==> config.mk <==
export PLATFORM = sky130hd
export DESIGN_NAME = sha1_hash_engine_core
export DESIGN_NICKNAME = d
export VERILOG_FILES = /design/src/rtl/sha1_pkg.sv /design/src/rtl/sha1_out.sv /design/src/rtl/sha1_dp.sv /design/src/rtl/sha1_ctrl.sv /design/src/rtl/sha1_hash_engine_core.sv
export SDC_FILE = /design/constraint.sdc
export NUM_CORES = 2
export LEC_CHECK = 0
export ABC_AREA = 0
export BUFFER_PORTS_ARGS = -buffer_cell sky130_fd_sc_hd__buf_2
export CORE_MARGIN = 2
export CORE_UTILIZATION = 50
export DETAILED_ROUTE_END_ITERATION = 6
export GPL_TIMING_DRIVEN = 0
export MAX_ROUTING_LAYER = met4
export PLACE_DENSITY_LB_ADDON = 0.15
export SYNTH_ARGS = -nofsm -noshare
export SYNTH_HDL_FRONTEND = slang
export SYNTH_HIERARCHICAL = 1
export SYNTH_SLANG_ARGS = --single-unit
==> constraint.sdc <==
create_clock -name clk -period 6.8 [get_ports clk]
set_clock_uncertainty 0.15 [all_clocks]
set_input_delay 1.36 -clock clk [delete_from_list [all_inputs] [get_ports clk]]
set_output_delay 1.36 -clock clk [all_outputs]
set_load 0.005 [all_outputs]
==> src/rtl/sha1_pkg.sv <==
`default_nettype none

package sha1_pkg;

    // Round constants, one per group of twenty rounds
    localparam logic [31:0] K_R00 = 32'h5A827999;
    localparam logic [31:0] K_R20 = 32'h6ED9EBA1;
    localparam logic [31:0] K_R40 = 32'h8F1BBCDC;
    localparam logic [31:0] K_R60 = 32'hCA62C1D6;

    // Initial chaining words, index 0 is H0
    localparam logic [4:0][31:0] H_INIT = {
        32'hC3D2E1F0, 32'h10325476, 32'h98BADCFE, 32'hEFCDAB89, 32'h67452301
    };

    localparam logic [7:0] PAD_BYTE = 8'h80;

    // Source of the data placed into the block by one push step
    typedef enum logic [2:0] {
        SRC_PEND  = 3'd0,
        SRC_PAD80 = 3'd1,
        SRC_ZERO  = 3'd2,
        SRC_LENHI = 3'd3,
        SRC_LENLO = 3'd4
    } src_t;

    typedef struct packed {
        logic [31:0] data_word;
        logic [2:0]  byte_count;
        logic        last_item;
    } msg_item_t;

    typedef struct packed {
        logic [31:0] digest_word;
        logic [2:0]  word_index;
        logic        last_word;
    } dig_item_t;

    typedef struct packed {
        logic load;
        logic push_en;
        src_t push_src;
        logic round_en;
        logic fin_en;
        logic restart;
    } cmd_t;

    typedef struct packed {
        logic       pend_empty;
        logic       pend_after_zero;
        logic       wrap;
        logic [5:0] fill_after;
        logic       last;
        logic       round_last;
    } stat_t;

endpackage

`default_nettype wire

==> src/rtl/sha1_out.sv <==
`default_nettype none

module sha1_out (
    input  wire logic                clk,
    input  wire logic                rst_n,
    input  wire logic                load,
    input  wire logic [4:0][31:0]    words,
    output logic                     dig_valid,
    input  wire logic                dig_stall,
    output sha1_pkg::dig_item_t      dig_data,
    output logic                     busy
);
    import sha1_pkg::*;

    localparam logic [2:0] LAST_INDEX = 3'd4;

    logic [4:0][31:0] obuf_reg;
    logic [2:0]       idx_reg;
    logic             valid_reg;
    logic             beat;

    assign beat = valid_reg && !dig_stall;

    always_ff @(posedge clk or negedge rst_n)
    begin
        if (!rst_n)
        begin
            valid_reg <= 1'b0;
            idx_reg   <= 3'd0;
        end
        else if (load)
        begin
            valid_reg <= 1'b1;
            idx_reg   <= 3'd0;
        end
        else if (beat)
        begin
            idx_reg <= idx_reg + 3'd1;
            if (idx_reg == LAST_INDEX)
            begin
                valid_reg <= 1'b0;
            end
        end
    end

    // Shift the digest down one word per beat
    always_ff @(posedge clk)
    begin
        if (load)
        begin
            obuf_reg <= words;
        end
        else if (beat)
        begin
            for (int i = 0; i < 4; i++)
            begin
                obuf_reg[i] <= obuf_reg[i + 1];
            end
            obuf_reg[4] <= 32'd0;
        end
    end

    assign dig_valid            = valid_reg;
    assign busy                 = valid_reg;
    assign dig_data.digest_word = obuf_reg[0];
    assign dig_data.word_index  = idx_reg;
    assign dig_data.last_word   = (idx_reg == LAST_INDEX);

endmodule

`default_nettype wire

==> src/rtl/sha1_dp.sv <==
`default_nettype none

module sha1_dp (
    input  wire logic                clk,
    input  wire logic                rst_n,
    input  wire sha1_pkg::msg_item_t msg_data,
    input  wire sha1_pkg::cmd_t      cmd,
    output sha1_pkg::stat_t          stat,
    output logic [4:0][31:0]         chain
);
    import sha1_pkg::*;

    localparam logic [6:0] ROUND_LAST = 7'd79;

    logic [4:0][31:0] chain_reg;
    logic [31:0]      blk_reg [16];
    logic [5:0]       fill_reg;
    logic [60:0]      msg_bytes_reg;
    logic [31:0]      pend_reg;
    logic [2:0]       pend_cnt_reg;
    logic             last_reg;
    logic [4:0][31:0] vars_reg;
    logic [6:0]       rcnt_reg;

    logic [2:0]  count_clamp;
    logic [63:0] bit_len;
    logic        word_mode;
    logic [31:0] word_val;
    logic [7:0]  byte_val;
    logic [6:0]  fill_sum;
    logic [3:0]  wi;
    logic [1:0]  lane;
    logic [31:0] byte_placed;
    logic [31:0] write_val;
    logic [31:0] f_val;
    logic [31:0] k_val;
    logic [31:0] t_val;
    logic [31:0] w_mix;
    logic [31:0] w_next;
    logic [31:0] va, vb, vc, vd, ve;

    assign count_clamp = (msg_data.byte_count > 3'd4) ? 3'd4 : msg_data.byte_count;
    assign bit_len     = {msg_bytes_reg, 3'b000};
    assign wi          = fill_reg[5:2];
    assign lane        = fill_reg[1:0];

    always_comb
    begin
        word_mode = 1'b0;
        word_val  = 32'd0;
        byte_val  = 8'd0;
        unique case (cmd.push_src)
            SRC_PEND:
            begin
                word_mode = (lane == 2'd0) && (pend_cnt_reg == 3'd4);
                word_val  = pend_reg;
                byte_val  = pend_reg[31:24];
            end
            SRC_PAD80:
            begin
                byte_val = PAD_BYTE;
            end
            SRC_ZERO:
            begin
                word_mode = (lane == 2'd0);
            end
            SRC_LENHI:
            begin
                word_mode = 1'b1;
                word_val  = bit_len[63:32];
            end
            SRC_LENLO:
            begin
                word_mode = 1'b1;
                word_val  = bit_len[31:0];
            end
            default:
            begin
                word_mode = 1'b0;
            end
        endcase
    end

    assign fill_sum    = {1'b0, fill_reg} + (word_mode ? 7'd4 : 7'd1);
    assign byte_placed = {byte_val, 24'd0} >> {lane, 3'b000};

    // First byte of a word clears it; later bytes merge in
    always_comb
    begin
        if (word_mode)
        begin
            write_val = word_val;
        end
        else if (lane == 2'd0)
        begin
            write_val = byte_placed;
        end
        else
        begin
            write_val = blk_reg[wi] | byte_placed;
        end
    end

    assign va = vars_reg[0];
    assign vb = vars_reg[1];
    assign vc = vars_reg[2];
    assign vd = vars_reg[3];
    assign ve = vars_reg[4];

    always_comb
    begin
        priority if (rcnt_reg < 7'd20)
        begin
            f_val = (vb & vc) | (~vb & vd);
            k_val = K_R00;
        end
        else if (rcnt_reg < 7'd40)
        begin
            f_val = vb ^ vc ^ vd;
            k_val = K_R20;
        end
        else if (rcnt_reg < 7'd60)
        begin
            f_val = (vb & vc) | (vb & vd) | (vc & vd);
            k_val = K_R40;
        end
        else
        begin
            f_val = vb ^ vc ^ vd;
            k_val = K_R60;
        end
    end

    assign t_val  = {va[26:0], va[31:27]} + f_val + ve + k_val + blk_reg[0];
    assign w_mix  = blk_reg[13] ^ blk_reg[8] ^ blk_reg[2] ^ blk_reg[0];
    assign w_next = {w_mix[30:0], w_mix[31]};

    always_ff @(posedge clk or negedge rst_n)
    begin
        if (!rst_n)
        begin
            chain_reg     <= H_INIT;
            fill_reg      <= 6'd0;
            msg_bytes_reg <= 61'd0;
            pend_cnt_reg  <= 3'd0;
            last_reg      <= 1'b0;
            rcnt_reg      <= 7'd0;
        end
        else
        begin
            if (cmd.load)
            begin
                msg_bytes_reg <= msg_bytes_reg + 61'(count_clamp);
                pend_cnt_reg  <= count_clamp;
                last_reg      <= msg_data.last_item;
            end
            if (cmd.push_en)
            begin
                fill_reg <= fill_sum[5:0];
                if (cmd.push_src == SRC_PEND)
                begin
                    pend_cnt_reg <= word_mode ? 3'd0 : (pend_cnt_reg - 3'd1);
                end
                if (fill_sum[6])
                begin
                    rcnt_reg <= 7'd0;
                end
            end
            if (cmd.round_en)
            begin
                rcnt_reg <= rcnt_reg + 7'd1;
            end
            if (cmd.fin_en)
            begin
                for (int i = 0; i < 5; i++)
                begin
                    chain_reg[i] <= chain_reg[i] + vars_reg[i];
                end
            end
            if (cmd.restart)
            begin
                chain_reg     <= H_INIT;
                fill_reg      <= 6'd0;
                msg_bytes_reg <= 61'd0;
                last_reg      <= 1'b0;
            end
        end
    end

    // Block buffer doubles as the message schedule window during rounds
    always_ff @(posedge clk)
    begin
        if (cmd.load)
        begin
            pend_reg <= msg_data.data_word;
        end
        if (cmd.push_en)
        begin
            if ((cmd.push_src == SRC_PEND) && !word_mode)
            begin
                pend_reg <= {pend_reg[23:0], 8'd0};
            end
            blk_reg[wi] <= write_val;
            if (fill_sum[6])
            begin
                vars_reg <= chain_reg;
            end
        end
        if (cmd.round_en)
        begin
            for (int i = 0; i < 15; i++)
            begin
                blk_reg[i] <= blk_reg[i + 1];
            end
            blk_reg[15] <= w_next;
            vars_reg[4] <= vd;
            vars_reg[3] <= vc;
            vars_reg[2] <= {vb[1:0], vb[31:2]};
            vars_reg[1] <= va;
            vars_reg[0] <= t_val;
        end
    end

    assign stat.pend_empty      = (pend_cnt_reg == 3'd0);
    assign stat.pend_after_zero = word_mode || (pend_cnt_reg == 3'd1);
    assign stat.wrap            = fill_sum[6];
    assign stat.fill_after      = fill_sum[5:0];
    assign stat.last            = last_reg;
    assign stat.round_last      = (rcnt_reg == ROUND_LAST);
    assign chain                = chain_reg;

endmodule

`default_nettype wire

==> src/rtl/sha1_ctrl.sv <==
`default_nettype none

module sha1_ctrl (
    input  wire logic            clk,
    input  wire logic            rst_n,
    input  wire logic            msg_valid,
    output logic                 msg_stall,
    input  wire sha1_pkg::stat_t stat,
    input  wire logic            out_busy,
    output sha1_pkg::cmd_t       cmd
);
    import sha1_pkg::*;

    localparam logic [3:0] S_IDLE  = 4'd0;
    localparam logic [3:0] S_PUSH  = 4'd1;
    localparam logic [3:0] S_PAD80 = 4'd2;
    localparam logic [3:0] S_PADZ  = 4'd3;
    localparam logic [3:0] S_LENHI = 4'd4;
    localparam logic [3:0] S_LENLO = 4'd5;
    localparam logic [3:0] S_ROUND = 4'd6;
    localparam logic [3:0] S_FIN   = 4'd7;
    localparam logic [3:0] S_DONE  = 4'd8;

    localparam logic [5:0] FILL_LEN = 6'd56;

    logic [3:0] state_reg, state_next;
    logic [3:0] ret_reg, ret_next;
    logic [3:0] resume;
    logic [3:0] after_data;
    logic [3:0] after_pad;

    assign after_data = stat.last ? S_PAD80 : S_IDLE;
    assign after_pad  = (stat.fill_after == FILL_LEN) ? S_LENHI : S_PADZ;
    assign msg_stall  = (state_reg != S_IDLE);

    always_comb
    begin
        cmd        = '0;
        cmd.push_src = SRC_PEND;
        state_next = state_reg;
        ret_next   = ret_reg;
        resume     = state_reg;
        unique case (state_reg)
            S_IDLE:
            begin
                if (msg_valid)
                begin
                    cmd.load   = 1'b1;
                    state_next = S_PUSH;
                end
            end
            S_PUSH:
            begin
                if (stat.pend_empty)
                begin
                    state_next = after_data;
                end
                else
                begin
                    cmd.push_en  = 1'b1;
                    cmd.push_src = SRC_PEND;
                    resume       = stat.pend_after_zero ? after_data : S_PUSH;
                end
            end
            S_PAD80:
            begin
                cmd.push_en  = 1'b1;
                cmd.push_src = SRC_PAD80;
                resume       = after_pad;
            end
            S_PADZ:
            begin
                cmd.push_en  = 1'b1;
                cmd.push_src = SRC_ZERO;
                resume       = after_pad;
            end
            S_LENHI:
            begin
                cmd.push_en  = 1'b1;
                cmd.push_src = SRC_LENHI;
                resume       = S_LENLO;
            end
            S_LENLO:
            begin
                cmd.push_en  = 1'b1;
                cmd.push_src = SRC_LENLO;
                resume       = S_DONE;
            end
            S_ROUND:
            begin
                cmd.round_en = 1'b1;
                if (stat.round_last)
                begin
                    state_next = S_FIN;
                end
            end
            S_FIN:
            begin
                cmd.fin_en = 1'b1;
                state_next = ret_reg;
            end
            S_DONE:
            begin
                if (!out_busy)
                begin
                    cmd.restart = 1'b1;
                    state_next  = S_IDLE;
                end
            end
            default:
            begin
                state_next = S_IDLE;
            end
        endcase

        // A full block detours through the rounds, then resumes
        if (cmd.push_en)
        begin
            if (stat.wrap)
            begin
                ret_next   = resume;
                state_next = S_ROUND;
            end
            else
            begin
                state_next = resume;
            end
        end
    end

    always_ff @(posedge clk or negedge rst_n)
    begin
        if (!rst_n)
        begin
            state_reg <= S_IDLE;
            ret_reg   <= S_IDLE;
        end
        else
        begin
            state_reg <= state_next;
            ret_reg   <= ret_next;
        end
    end

endmodule

`default_nettype wire

==> src/rtl/sha1_hash_engine_core.sv <==
`default_nettype none

// Channel   Dir  Handshake             Beat payload
// msg       in   msg_valid/msg_stall   data_word, byte_count, last_item
// dig       out  dig_valid/dig_stall   digest_word, word_index, last_word
//
// One message item takes a load step plus one push when a full word lands
// on a word boundary, otherwise one push per byte (up to four). Each full
// 64-byte block then passes through the 80 rounds and a chaining add; the
// single shared round unit sets the pace on a long stream, and msg_stall
// holds new items off meanwhile. The final item adds padding (a byte, zero
// bytes and words, two length words) and one or two blocks, then five digest
// beats. Reset is asynchronous and active low and returns the chaining words
// to the initial values. The digest sits in its own output buffer, so a new
// message is taken while earlier digest beats wait on dig_stall.
module sha1_hash_engine_core (
    input  wire logic                clk,
    input  wire logic                rst_n,
    input  wire logic                msg_valid,
    output logic                     msg_stall,
    input  wire sha1_pkg::msg_item_t msg_data,
    output logic                     dig_valid,
    input  wire logic                dig_stall,
    output sha1_pkg::dig_item_t      dig_data
);
    import sha1_pkg::*;

    cmd_t             cmd;
    stat_t            stat;
    logic [4:0][31:0] chain;
    logic             out_busy;

    // Sequence loads, pushes, rounds and digest hand-off
    sha1_ctrl u_ctrl (
        .clk       (clk),
        .rst_n     (rst_n),
        .msg_valid (msg_valid),
        .msg_stall (msg_stall),
        .stat      (stat),
        .out_busy  (out_busy),
        .cmd       (cmd)
    );

    // Hold the block, length, chaining words and round variables
    sha1_dp u_dp (
        .clk      (clk),
        .rst_n    (rst_n),
        .msg_data (msg_data),
        .cmd      (cmd),
        .stat     (stat),
        .chain    (chain)
    );

    // Capture the digest on restart and drain it one word per beat
    sha1_out u_out (
        .clk       (clk),
        .rst_n     (rst_n),
        .load      (cmd.restart),
        .words     (chain),
        .dig_valid (dig_valid),
        .dig_stall (dig_stall),
        .dig_data  (dig_data),
        .busy      (out_busy)
    );

endmodule

`default_nettype wire

Word-level counts from Yosys, hierarchy flattened
Memory sizes are Yosys's and may differ from the RTL's.
Cells that the tools add are included.
Storage, ports and cells
  bits in registers: 602
  memory bits (read-only): 0
  word-level logic and storage cells: 175
  memories: 1
  latch bits: 0
  RAM bits: 512
  output and inout port bits: 38
  input bits: 40
Memories
  u_dp.blk_reg: depth 16, bits a word 32, read ports 17, clocked after memory_dff 0, wr ports 16, RTL line sha1_dp.sv:16  | logic [31:0] blk_reg [16];
Operators by class
  equal/unequal tests: 22
  $mul: 0
  shifts and indexed selects: 1
  bitwise gates (word level): 14
  reduce and logical (&&, ||, !) cells: 26
  divide/modulo/power cells: 0
  order comparisons: 4
  muxes and demuxes: 68
  $add $sub $neg: 14
Operators with widths (count)
  $mux 160: 7
  $mux 32: 11
  $add 32x32->32: 9
  $xor 32x32->32: 5
  $and 32x32->32: 4
  $or 32x32->32: 4
  $mux 61: 2
  $pmux 32 s3: 1
  $add 61x3->61: 1
  $mux 4: 10
  $not 32->32: 1
  $reduce_or 32->1: 1
  $shr 32x5->32: 1
  $mux 31: 1
  $mux 3: 9
  $pmux 4 s6: 1
  $mux 7: 3
  $pmux 4 s5: 1
  $eq 4x3->1 const B: 4
  $mux 1: 16
  $pmux 4 s4: 1
  $pmux 8 s2: 1
  $lt 7x6->1 const B: 2
  $reduce_bool 2->1: 7
  30 further kinds: 46

Longest topological paths before layout
  depth in word-level cells: 13
  mapped depth: 28
  gate-level depth less buffers: 24

Cells and area by module
The synthesis kept the hierarchy.
Modules (own cells, without submodules)
  sha1_dp: area each 57106.0 um^2, instances 1, cells an instance 4921, seq. area each 26875.8 um^2
  sha1_out: area each 7079.3 um^2, instances 1, cells an instance 392, seq. area each 4904.7 um^2
  sha1_ctrl: area each 663.1 um^2, instances 1, cells an instance 80, seq. area each 200.2 um^2

Least setup slack after synthesis
Ideal clock, no wire load.
  path kind: reg2reg
  from: reg u_ctrl.state_reg[0]
  to: reg u_dp.vars_reg, in the netlist u_dp/va[0], enable pin
  required time: 6.138 ns
  stages on the path, launching flop included: 14
  buffers on the path: 2
  slack: 0.152 ns
  arrival time: 5.987 ns
  setup time: 0.512 ns
  clock period less this slack: 6.648 ns
  cells stage by stage: dfrtp_1 buf_1 nor3_1 nor2_1 o21ai_1 clkbuf_1 ha_1 ha_1 a21oi_1 nor2b_1 nand2_1 nor2_1 nor2_1 inv_1
RTL lines
  from (decl): RTL line sha1_ctrl.sv:26  | logic [3:0] state_reg, state_next;
  from (signal assigned): RTL line sha1_ctrl.sv:140  | state_reg <= state_next;
  to (signal assigned): RTL line sha1_dp.sv:206  | vars_reg <= chain_reg;
  to (decl): RTL line sha1_dp.sv:22  | logic [4:0][31:0] vars_reg;

Worst setup path in the final report
  from: reg u_dp.rcnt_reg[3]
  to: reg u_dp.vars_reg, in the netlist u_dp/va[28], data pin
On the way
  cells in the longest elaborated chain, start to end: 9
  elaborated cells on any way between the ends: 14
  those cells by class: add/sub (4); order compare (3); mux (7)
Ends and longest elaborated chain
  from (decl): RTL line sha1_dp.sv:23  | logic [6:0] rcnt_reg;
  from (signal assigned): RTL line sha1_dp.sv:171  | rcnt_reg <= rcnt_reg + 7'd1;
  $lt 7x6->1: RTL line sha1_dp.sv:122  | else if (rcnt_reg < 7'd60)
  $mux 32: RTL line sha1_dp.sv:122
  $mux 32: RTL line sha1_dp.sv:117  | else if (rcnt_reg < 7'd40)
  $mux 32: RTL line sha1_dp.sv:112  | priority if (rcnt_reg < 7'd20)
  $add 32x32->32 (2 in series): RTL line sha1_dp.sv:134  | assign t_val = {va[26:0], va[31:27]} + f_val + ve + k_val + blk_reg[0];
  $add 32x32->32 (*) (2 in series): RTL line sha1_dp.sv:134
  $mux 160 (*): RTL line sha1_dp.sv:209  | if (cmd.round_en)
Every way passes the cells marked *; elsewhere a longest branch is shown, timed or not.
A chain may end at the register's enable or synchronous reset.

==> results by group <==
Finish
  • Final Core Density: 0.560
  • Layout cell share with drive strength beyond 1: 0.177
  • Area of the multi-input gates: 0.0305 mm²
  • Max reg flops: 512
  • Finished Cell Area: 0.0724 mm²
  • Fillers: 11.0k
  • Final #Nets: 6031
  • Area Overhead vs Synth: 11.6%
  • Fin cells: 7491
  • Reg area: 0.0320 mm²

Synth
  • Main synth FF type: edfxtp_1
  • Synth top area share: 0.385
  • Syn nets: 5785
  • Post-synthesis cell type count: 100
  • Post-Syn Area: 0.0648 mm²
  • Compound-Gate Fraction of Synth Area: 0.152
  • Post-synth EDFFs: 832
  • Fraction of the yosys area taken by sequential cells: 0.493
  • Synth warn: 6
  • Largest family of logic cells by synthesized area: compound AO/OA/AOI/OAI gates
  • Post-synthesis register bit count: 1114
  • XOR/XNOR Fraction of Synth Area: 0.0402
  • Syn_area_per_cell: 12.0 µm²
  • Adder-Cell Fraction of Synth Area: 0.0819
  • FFs w/ async S/R, synth: 0.224
  • Syn Inst Count: 5393
  • Multiplexer share of the synthesized area: 0.118
  • Synth area leaders: edfxtp_1 (39%), a21o_1 (6.6%), dfrtp_1 (6.6%), mux2_2 (5.0%), mux4_2 (4.8%)
  • Post-synth top area cell: edfxtp_1
  • Synth Area in Simple Gates: 0.0739

STA
  • Hold_ws: 0.331 ns
  • Tightest Pin Transition: 1.60 ns
  • Final worst path period need: 6.61 ns
  • Fmax achieved: 151 MHz
  • Slew Viols, Final: 44
  • Period utilization: 0.972
  • Slew HR: -0.0657
  • Final setup fails: 0
  • Final TNS setup: 0 ns
  • Final Hold Fails: 0
  • RSZ-0062 raised after global routing: false

Routing
  • Via-per-instance ratio: 6.40
  • Drt first pass iters: 6
  • DR WL/cell: 30.7 µm
  • DRC: 0
  • Via count: 47.9k
  • 1st-iter DRT viols: 6019
  • Final WL: 230000 µm
  • Remaining antenna violation count after routing: 0

Power and ir drop
  • Clk pwr share: 0.174
  • P_int: 22900 µW
  • Switching Fraction: 0.411
  • Logic pwr share: 0.504
  • Peak supply drop: 0.385 mV
  • Leak: 0.0305 µW
  • Sequential share of power: 0.322
  • Pwr/cell area: 538 mW/mm²
  • Sw Pwr: 16000 µW

Critical path
  • Startpoint types: flip-flop
  • Worst endpoint required time: 7.18 ns
  • Critical path peak fanout: 10
  • Critical path capture point type: flip-flop
  • WS Path Type: flip-flop to flip-flop
  • Data arrival time of the critical path: 6.99 ns

CTS
  • Worst-path clk slew: 0.06 ns
  • Clock sink count: 1114
  • Hold buffers post-CTS: 0
  • CTS buffer count: 131
  • CTS tree: built
  • Root buf cell: clkbuf_16
  • Clock Latency Late Sink: 0.79 ns
  • # H-tree levels: 4
  • CTS Buffer Depth: 3

Global route
  • First-pass GRT wire length: 327000 µm
  • Largest net degree at the start of global routing: 97
  • Vias in the first global route: 46.4k
  • Global route overflow: 0
  • Tot GR Track Use: 0.357
  • Antenna violations before repair: 9

Die
  • Die height: 364 µm
  • Io pins: 78
  • Core area: 0.129 mm²
  • Initial Utilization: 0.502
  • Overall die width: 364 µm
  • Die Area: 0.133 mm²
  • Std cell rows: 132

Place
  • Buffers on Ports: 77
  • DP HPWL: 166000 µm
  • Placement Cell Area: 0.0681 mm²
  • DP Cell Count: 7241
  • Global placement routability congestion: 0.981

Min path
  • Hold Path Class: flip-flop to flip-flop

Run
  • Max-cap viol count: 5

Outcome
  • Status: finished with violations
  • Failing checks: max-capacitance violations, max-slew violations
## cell type report
| cell class | instances | area share |
|---|---|---|
| Multi-Input combinational cell | 3692 | 0.421 |
| Clock inverter | 56 | 0.00598 |
| Clock buffer | 183 | 0.0491 |
| Antenna cell | 4 | 0.000138 |
| Sequential cell | 1114 | 0.442 |
| Timing Repair Buffer | 116 | 0.0147 |
| Buffer | 328 | 0.0236 |
| Tap cell | 1742 | 0.0301 |
| Inverter | 256 | 0.0134 |
## worst max-delay path, cell delays in order (launching register included)
cell and delay [ns]:
dfrtp_2 0.47, o21ai_1 0.18, nand2_2 0.21, buf_8 0.23, clkbuf_4 0.25, o32ai_2 0.33
nor2_2 0.12, fa_1 0.51, fa_1 0.52, inv_1 0.05, fa_1 0.55, inv_1 0.06
ha_1 0.28, a21o_1 0.18, a21o_1 0.22, a2111o_1 0.46, a311oi_4 0.31, o21ai_2 0.14
nand2_1 0.11, o211ai_1 0.21, a2111oi_2 0.48, nor3_1 0.09, o31a_1 0.24
## power by group through the flow
stage	registers, µW	logic [µW]	clock network [µW]
2_1_floorplan	11800	13800	0
3_5_place_dp	12600	18900	0
3_3_place_gp	12700	18300	0
6_report	12500	19600	6760
4_1_cts	12500	19100	6830
5_1_grt	12700	21200	7100
## repair_timing
action | in CTS | in global routing
resized for setup | 44 | 15
endpoints found under the setup margin | 30 | 9
pin swaps | 3 | 6
buffers inserted | 5 | 3
## cell usage in the layout, fill, tap and decap left out, drive strengths merged, types with 231 or more instances in the layout
cell type,instances
mux2,290
buf,271
a21oi,294
a21o,576
clkbuf,355
nor2,386
edfxtp,832
inv,264
ha,231
nand2,274
## through the flow
stage / setup slack, ns / power (µW)
after CTS: 0.00741 / 38400
after global placement: -3.63 / 31000
after global routing: 0.00102 / 40900
final: 0.190 / 38900
after floorplan: 0.152 / 25600
after detailed placement: -2.68 / 31500
## cells by family after synthesis
group                      Yosys count
xor gates and xnor gates           298
and+or+nand+nor                   1031
adders and majority gates          352
AOI/OAI and AO/OA                 1452
DFF                               1114
buffers and inverters              587
muxes                              559
## per-layer routing
metal / wire length (µm) / up-vias / track usage
met5: 0 / - / -
met4: 17800 / 0 / 0.231
met3: 22500 / 723 / 0.0737
met2: 102000 / 2714 / 0.531
met1: 87100 / 24010 / 0.444
li1: - / 20485 / -
## synth_stat cells, drive strengths merged (56+ instances only)
cell type,number
mux4,137
ha,231
xnor2,179
clkbuf,176
fa,121
buf,154
xor2,119
mux2i,132
nor2,386
o21ai,219
mux2,290
dfrtp,170
a21o,576
dfstp,80
nand2,274
a21oi,294
inv,254
nand3,62
edfxtp,832
nor2b,56
## final timing paths
check,end,startpoint,cells past startpoint,slack [ns]
setup reg to reg,u_dp/va[28],u_dp/rcnt_reg[3],22,0.19
min in group asynchronous,u_dp/chain[93],rst_n,1,0.39
hold / removal,u_ctrl/ret_reg[1],u_ctrl/ret_reg[1],2,0.33
hold reg to reg,u_ctrl/ret_reg[1],u_ctrl/ret_reg[1],2,0.33
setup / recovery,u_dp/va[28],u_dp/rcnt_reg[3],22,0.19
max in group asynchronous,u_dp/chain[130],rst_n,2,5.07
No activity file was read; power rests on OpenSTA's default activity.
